==> src/hdl/max_priority_queue_macros.svh <==
// Assertion macros used by the priority queue datapath.
`ifndef MAX_PRIORITY_QUEUE_MACROS_SVH
`define MAX_PRIORITY_QUEUE_MACROS_SVH

// The consequent must hold in the same cycle as the antecedent.
`define MPQ_ASSERT_NOW(name, clk, rstn, ante, cons) \
    name: assert property (@(posedge clk) disable iff (!rstn) (ante) |-> (cons)) \
        else $error("assertion failed");

// The consequent must hold in the cycle after the antecedent.
`define MPQ_ASSERT_NEXT(name, clk, rstn, ante, cons) \
    name: assert property (@(posedge clk) disable iff (!rstn) (ante) |=> (cons)) \
        else $error("assertion failed");

`endif

==> src/hdl/mpq_pkg.sv <==
// Shared constants, codes and control types of the priority queue.
package mpq_pkg;

    localparam int CAPACITY = 16;
    localparam int CNT_W    = $clog2(CAPACITY + 1);
    localparam int IDX_W    = $clog2(CAPACITY);

    localparam int ID_W     = 15;
    localparam int PRIO_W   = 16;
    localparam int STAT_W   = 2;
    localparam int OCC_W    = 5;

    localparam logic OP_INSERT  = 1'b0;
    localparam logic OP_EXTRACT = 1'b1;

    localparam logic [STAT_W-1:0] STAT_OK    = 2'd0;
    localparam logic [STAT_W-1:0] STAT_EMPTY = 2'd1;
    localparam logic [STAT_W-1:0] STAT_FULL  = 2'd2;

    typedef struct packed {
        logic              load;
        logic              insert;
        logic              extract;
        logic [STAT_W-1:0] status;
    } t_cmd;

    typedef struct packed {
        logic empty;
        logic full;
    } t_stat;

endpackage

==> src/hdl/mpq_datapath.sv <==
// Sorted entry store, fill count and result register of the priority queue.
`include "max_priority_queue_macros.svh"

module mpq_datapath
    import mpq_pkg::*;
(
    input  logic                     i_clk,
    input  logic                     i_rst_n,
    input  t_cmd                     i_cmd,
    input  logic [ID_W-1:0]          i_entry_id,
    input  logic signed [PRIO_W-1:0] i_priority_req,
    output t_stat                    o_stat,
    output logic [STAT_W-1:0]        o_status,
    output logic [ID_W-1:0]          o_out_id,
    output logic signed [PRIO_W-1:0] o_out_priority,
    output logic [OCC_W-1:0]         o_occupancy
);

    logic signed [PRIO_W-1:0] r_prio [CAPACITY];
    logic [ID_W-1:0]          r_id   [CAPACITY];
    logic signed [PRIO_W-1:0] n_prio [CAPACITY];
    logic [ID_W-1:0]          n_id   [CAPACITY];
    logic [CNT_W-1:0]         r_count;
    logic [CNT_W-1:0]         n_count;
    logic [CAPACITY-1:0]      gt;
    logic [IDX_W-1:0]         top_idx;

    logic [STAT_W-1:0]        r_status;
    logic [ID_W-1:0]          r_out_id;
    logic signed [PRIO_W-1:0] r_out_prio;
    logic [OCC_W-1:0]         r_occ;

    assign o_stat.empty = (r_count == '0);
    assign o_stat.full  = (r_count == CNT_W'(CAPACITY));
    assign top_idx      = IDX_W'(r_count - CNT_W'(1));

    // Each cell either keeps its entry, takes the new one or takes its lower neighbour.
    always_comb begin
        for (int i = 0; i < CAPACITY; i++) begin
            gt[i] = (CNT_W'(i) < r_count) && (r_prio[i] > i_priority_req);
        end
        for (int i = 0; i < CAPACITY; i++) begin
            n_prio[i] = r_prio[i];
            n_id[i]   = r_id[i];
            if (i > 0 && gt[(i > 0) ? i - 1 : 0]) begin
                n_prio[i] = r_prio[(i > 0) ? i - 1 : 0];
                n_id[i]   = r_id[(i > 0) ? i - 1 : 0];
            end else if (gt[i] || CNT_W'(i) == r_count) begin
                n_prio[i] = i_priority_req;
                n_id[i]   = i_entry_id;
            end
        end
    end

    always_comb begin
        n_count = r_count;
        if (i_cmd.insert) begin
            n_count = r_count + CNT_W'(1);
        end else if (i_cmd.extract) begin
            n_count = r_count - CNT_W'(1);
        end
    end

    always_ff @(posedge i_clk) begin
        if (i_cmd.insert) begin
            for (int i = 0; i < CAPACITY; i++) begin
                r_prio[i] <= n_prio[i];
                r_id[i]   <= n_id[i];
            end
        end
    end

    always_ff @(posedge i_clk) begin
        if (!i_rst_n) begin
            r_count <= '0;
        end else begin
            r_count <= n_count;
        end
    end

    always_ff @(posedge i_clk) begin
        if (i_cmd.load) begin
            r_status <= i_cmd.status;
            r_occ    <= OCC_W'(n_count);
            if (i_cmd.extract) begin
                r_out_id   <= r_id[top_idx];
                r_out_prio <= r_prio[top_idx];
            end else begin
                r_out_id   <= '0;
                r_out_prio <= '0;
            end
        end
    end

    assign o_status       = r_status;
    assign o_out_id       = r_out_id;
    assign o_out_priority = r_out_prio;
    assign o_occupancy    = r_occ;

    `MPQ_ASSERT_NOW(a_count_bound, i_clk, i_rst_n, 1'b1, r_count <= CNT_W'(CAPACITY))
    `MPQ_ASSERT_NOW(a_no_bad_insert, i_clk, i_rst_n, i_cmd.insert, !o_stat.full && !i_cmd.extract)
    `MPQ_ASSERT_NEXT(a_insert_grows, i_clk, i_rst_n, i_cmd.insert,
        r_count == $past(r_count) + CNT_W'(1))

endmodule

==> src/hdl/mpq_controller.sv <==
// Handshake controller that accepts words and issues store commands.
module mpq_controller
    import mpq_pkg::*;
(
    input  logic  i_clk,
    input  logic  i_rst_n,
    input  logic  i_in_valid,
    input  logic  i_opcode,
    input  logic  i_out_ready,
    input  t_stat i_stat,
    output logic  o_in_ready,
    output logic  o_out_valid,
    output t_cmd  o_cmd
);

    localparam logic S_IDLE = 1'b0;
    localparam logic S_RESP = 1'b1;

    logic r_state;
    logic n_state;
    logic accept;

    assign o_in_ready  = (r_state == S_IDLE);
    assign o_out_valid = (r_state == S_RESP);
    assign accept      = o_in_ready && i_in_valid;

    always_comb begin
        o_cmd.load    = accept;
        o_cmd.insert  = accept && (i_opcode == OP_INSERT) && !i_stat.full;
        o_cmd.extract = accept && (i_opcode == OP_EXTRACT) && !i_stat.empty;
        o_cmd.status  = STAT_OK;
        if (i_opcode == OP_INSERT && i_stat.full) begin
            o_cmd.status = STAT_FULL;
        end else if (i_opcode == OP_EXTRACT && i_stat.empty) begin
            o_cmd.status = STAT_EMPTY;
        end
    end

    always_comb begin
        n_state = r_state;
        case (r_state)
            S_IDLE: begin
                if (accept) begin
                    n_state = S_RESP;
                end
            end
            S_RESP: begin
                if (i_out_ready) begin
                    n_state = S_IDLE;
                end
            end
            default: begin
                n_state = S_IDLE;
            end
        endcase
    end

    always_ff @(posedge i_clk) begin
        if (!i_rst_n) begin
            r_state <= S_IDLE;
        end else begin
            r_state <= n_state;
        end
    end

endmodule

==> src/hdl/max_priority_queue.sv <==
// A result word is offered in the cycle after its input word is accepted; the
// controller holds one item from acceptance until its result word is taken, and
// accepts no new word before that.
// Reset is synchronous and active low; it empties the queue and clears the
// handshake state. The entry store itself is not cleared.
module max_priority_queue
    import mpq_pkg::*;
(
    input  logic        i_clk,
    input  logic        i_rst_n,
    input  logic        s_axis_tvalid,
    output logic        s_axis_tready,
    input  logic [31:0] s_axis_tdata,  // entry_id[14:0], priority_req[30:15], zero pad
    input  logic        s_axis_tuser,  // opcode
    output logic        m_axis_tvalid,
    input  logic        m_axis_tready,
    output logic [39:0] m_axis_tdata,  // out_id[14:0], out_priority[30:15], occupancy[35:31]
    output logic [1:0]  m_axis_tuser   // status
);

    t_cmd                     cmd;
    t_stat                    stat;
    logic [STAT_W-1:0]        status;
    logic [ID_W-1:0]          out_id;
    logic signed [PRIO_W-1:0] out_prio;
    logic [OCC_W-1:0]         occ;

    mpq_controller u_ctrl (
        .i_clk       (i_clk),
        .i_rst_n     (i_rst_n),
        .i_in_valid  (s_axis_tvalid),
        .i_opcode    (s_axis_tuser),
        .i_out_ready (m_axis_tready),
        .i_stat      (stat),
        .o_in_ready  (s_axis_tready),
        .o_out_valid (m_axis_tvalid),
        .o_cmd       (cmd)
    );

    mpq_datapath u_dp (
        .i_clk          (i_clk),
        .i_rst_n        (i_rst_n),
        .i_cmd          (cmd),
        .i_entry_id     (s_axis_tdata[14:0]),
        .i_priority_req (s_axis_tdata[30:15]),
        .o_stat         (stat),
        .o_status       (status),
        .o_out_id       (out_id),
        .o_out_priority (out_prio),
        .o_occupancy    (occ)
    );

    assign m_axis_tdata = {4'b0000, occ, out_prio, out_id};
    assign m_axis_tuser = status;

endmodule
==> config.mk <==
export PLATFORM = sky130hd
export DESIGN_NAME = max_priority_queue
export DESIGN_NICKNAME = d
export VERILOG_FILES = /design/src/hdl/mpq_pkg.sv /design/src/hdl/mpq_datapath.sv /design/src/hdl/mpq_controller.sv /design/src/hdl/max_priority_queue.sv
export VERILOG_INCLUDE_DIRS = /design/src /design/src/hdl
export SDC_FILE = /design/constraint.sdc
export NUM_CORES = 1
export LEC_CHECK = 0
export BUFFER_PORTS_ARGS = -buffer_cell sky130_fd_sc_hd__buf_2
export CAP_MARGIN = 20
export CORE_MARGIN = 1
export CORE_UTILIZATION = 28
export DETAILED_ROUTE_END_ITERATION = 10
export HOLD_SLACK_MARGIN = 0.12
export SLEW_MARGIN = 20
export SYNTH_ARGS = -nofsm -noshare
export SYNTH_HDL_FRONTEND = slang
export SYNTH_SLANG_ARGS = --single-unit
==> constraint.sdc <==
create_clock -name i_clk -period 13.3 [get_ports i_clk]
set_input_delay 2.66 -clock i_clk [delete_from_list [all_inputs] [get_ports i_clk]]
set_output_delay 2.66 -clock i_clk [all_outputs]
set_load 0.005 [all_outputs]
==> flow_summary_export.csv <==
group,metric,value,unit
floorplan,dieArea,116000,µm²
grt,grt_pass1_wl,151000,µm
timing,final-max-slew-violation-count,0,
grt,antenna_found_initial,6,
yosys,synth_top_area_share,50.0,%
timing,period_share,55.2,%
floorplan,start_util,28.4,%
clocking,cts.clk_slew.worst_paths,0.06,ns
yosys,yosysSeqAreaShare,50.4,%
timing,setup_slack,5.96,ns
setup_path,arrival,7.61,ns
clocking,clock-root-buffer,"clkbuf_16",
yosys,synth-warning-count,0,
placement,portBuffers,75,
setup_path,r2r-start,"u_dp.r_prio[12][15]",
timing,setup_viol,0,
timing,skew,0.0317,ns
yosys,synth_ff_type,"edfxtp_1",
floorplan,dieWidth,340,µm
yosys,async_flop_share,0,%
finish,syn2layout_area_growth,13.0,%
grt,grt_max_degree,51,
placement,post-dp-hpwl,70200,µm
yosys,netlist_instances,2123,
yosys,synth_top_area_cell,"edfxtp_1",
placement,post-place-ws,5.51,ns
placement,gp_congestion,0.935,
detailed_routing,routed-via-count,20200,
detailed_routing,via_per_inst,5.41,
detailed_routing,drc,0,
detailed_routing,wl_per_cell,28.0,µm
timing,fmax,136,MHz
timing,grt_setup_unrepaired,"false",
yosys,ys_ff_latch,540,
power_and_ir_drop,switchingPower,0.00149,W
grt,grt_overflow,0,
yosys,yosys-top-cells-area,"edfxtp_1, mux2_2, mux4_2",
outcome,status,"finished clean",
clocking,cts.hold.buffers_added,0,
floorplan,die_h,340,µm
setup_path,cp_max_fo,22,
min_path,worstHoldPathCells,1,
setup_path,regToRegSetupSlack,8.44,ns
finish,fillers,11000,
timing,worst_pin_slew,1.16,ns
setup_path,end_kind,"flop",
power_and_ir_drop,cellLeakagePower,12.6,nW
timing,finalSetupTns,0,ns
yosys,post_synth.cell_area_avg,15.1,µm²
setup_path,r2r-end,"u_dp.r_prio[13][0]",
yosys,synth_edf_count,534,
min_path,hold_start,"u_dp.r_id[10][1]",
finish,drive_above_1_share,38.6,%
setup_path,criticalPathCategory,"in -> reg",
power_and_ir_drop,clockPowerShare,31.6,%
grt,grt_pass1_vias,20700,
setup_path,crit_required,13.57,ns
grt,grt.total_usage,17.8,%
clocking,post_cts_resize_count,0,
min_path,hold_path_class,"reg -> reg",
power_and_ir_drop,powerDensity,136,nW/µm²
yosys,ys_types,65,
clocking,cts_max_path_buffers,3,
power_and_ir_drop,p_seq_share,42.1,%
yosys,syn-cell-area,32100,µm²
clocking,cts_inserted_buffers,57,
power_and_ir_drop,p_int,0.00344,W
floorplan,fp-row-count,123,
timing,slew_headroom,22.6,%
power_and_ir_drop,peakVddDrop,0.000101,V
clocking,cts_tree,"yes",
power_and_ir_drop,combPwrFrac,26.4,%
clocking,insertion_delay,0.66,ns
setup_path,r2r_cells,9,
clocking,htreeDepth,2,
timing,finalHoldWorstSlack,0.575,ns
detailed_routing,wl,105000,µm
clocking,clkSinkCount,540,
detailed_routing,ant_nets,0,
timing,hold_viol,0,
timing,fin_crit,7.34,ns
yosys,synth_commonest_cells,"edfxtp_1, mux2_2, ha_1, mux4_2, a21oi_1",
clocking,post_cts_buffers,0,
detailed_routing,drt_iter0_markers,1735,
job,max-cap-violations,0,
min_path,holdPathEnd,"u_dp.r_id[11][1]",
finish,fin_nets,2478,
setup_path,crit_path_start_kind,"input pin",
detailed_routing,drtPass1Iterations,5,
floorplan,core,113000,µm²
finish,utilization,32.1,%
power_and_ir_drop,switching_share,30.2,%
yosys,synth.most_common_cell,"edfxtp_1",
floorplan,ioPinCount,81,
through the flow:
stage	area, µm²	total power, W	std cells
floorplan	32100	0.00296	2126
global placement	34500	0.00338	3621
detailed placement	34500	0.00341	3621
CTS	36200	0.00496	3727
global route	36200	0.00509	3728
finish	36200	0.00493	3731
critical path, cell delays in order:
cell and delay, ns:
buf_2 0.31, inv_1 0.43, ha_1 0.54, nand4_1 0.24, nor3_1 0.66, and4_1 0.37
o21ai_0 0.26, nand4_1 0.24, o2111ai_4 0.50, a31oi_4 0.76, buf_4 0.60
cell families (layout without fill, tap and decap cells):
kind of cell / Yosys count / count (layout) / share of synthesized area (%)
flops: 540 / 540 / 50.4
mux: 623 / 623 / 27.4
compound gates: 243 / 243 / 4.85
simple gates: 278 / 278 / 4.61
xor+xnor: 5 / 5 / 0.137
fa+ha+maj: 261 / 261 / 10.2
other cells: 1 / 8 / 0.0117
buf+inv: 172 / 273 / 2.42
power by group through the flow:
stage	Combinational (W)	Clock [W]	Sequential, W
2_1_floorplan	0.000881	0	0.00208
3_3_place_gp	0.00128	0	0.00211
3_5_place_dp	0.00130	0	0.00211
4_1_cts	0.00130	0.00158	0.00208
5_1_grt	0.00137	0.00164	0.00209
6_report	0.00130	0.00156	0.00208
cell type report:
cell class / instances / area (µm²) / share of cell area (%)
diodes: 4 / 10.0 / 0.0276
multi-input cells: 1414 / 15500 / 42.9
repair buffers: 120 / 713 / 1.97
clock buffers: 68 / 1470 / 4.05
flip-flops and latches: 540 / 16200 / 44.6
clock inverters: 38 / 285 / 0.787
inverters: 47 / 176 / 0.487
well taps: 1500 / 1880 / 5.18
how the worst max path moves through the flow:
stage                     start             endpoint  slack, ns  cells after the start
3_3_place_gp   s_axis_tdata[30]   u_dp.r_prio[13][8]       5.55                     11
5_1_grt        s_axis_tdata[30]   u_dp.r_prio[13][3]       5.94                     11
6_report       s_axis_tdata[30]   u_dp.r_prio[13][0]       5.96                     11
3_5_place_dp   s_axis_tdata[30]   u_dp.r_prio[13][9]       5.51                     11
2_1_floorplan     s_axis_tvalid     u_dp.r_id[14][0]       6.00                      5
4_1_cts        s_axis_tdata[30]  u_dp.r_prio[13][11]       6.17                     11
registers in the layout, indices dropped and copies added (netlist names):
signal,cells
u_dp.r_count,5
u_dp.o_occupancy,5
u_ctrl.o_out_valid,1
u_dp.o_out_id,15
u_dp.r_prio,256
u_dp.r_id,240
u_dp.o_status,2
u_dp.o_out_priority,16
layer usage:
| layer | global-route usage [%] | wire, µm | part of all wire [%] |
|---|---|---|---|
| met3 | 2.88 | 6920 | 6.6 |
| met2 | 29.0 | 49400 | 47 |
| met5 | 0 | 44 | 0.042 |
| met4 | 6.36 | 3770 | 3.6 |
| met1 | 23.8 | 44500 | 43 |
cells in the final DEF, fill, tap and decap left out, types with 15 or more instances in the layout:
cell       count
ha_1         260
nand2_1       64
buf_2         75
a21o_1        39
inv_1         47
nand3_1       33
a21oi_1       96
clkinv_1      15
clkbuf_16     57
mux4_2       155
and2_1        39
buf_4         45
mux2_2       454
nor2_1        35
nand4_1       41
edfxtp_1     534
o21ai_0       30
Power figures use the tool's default switching activity.
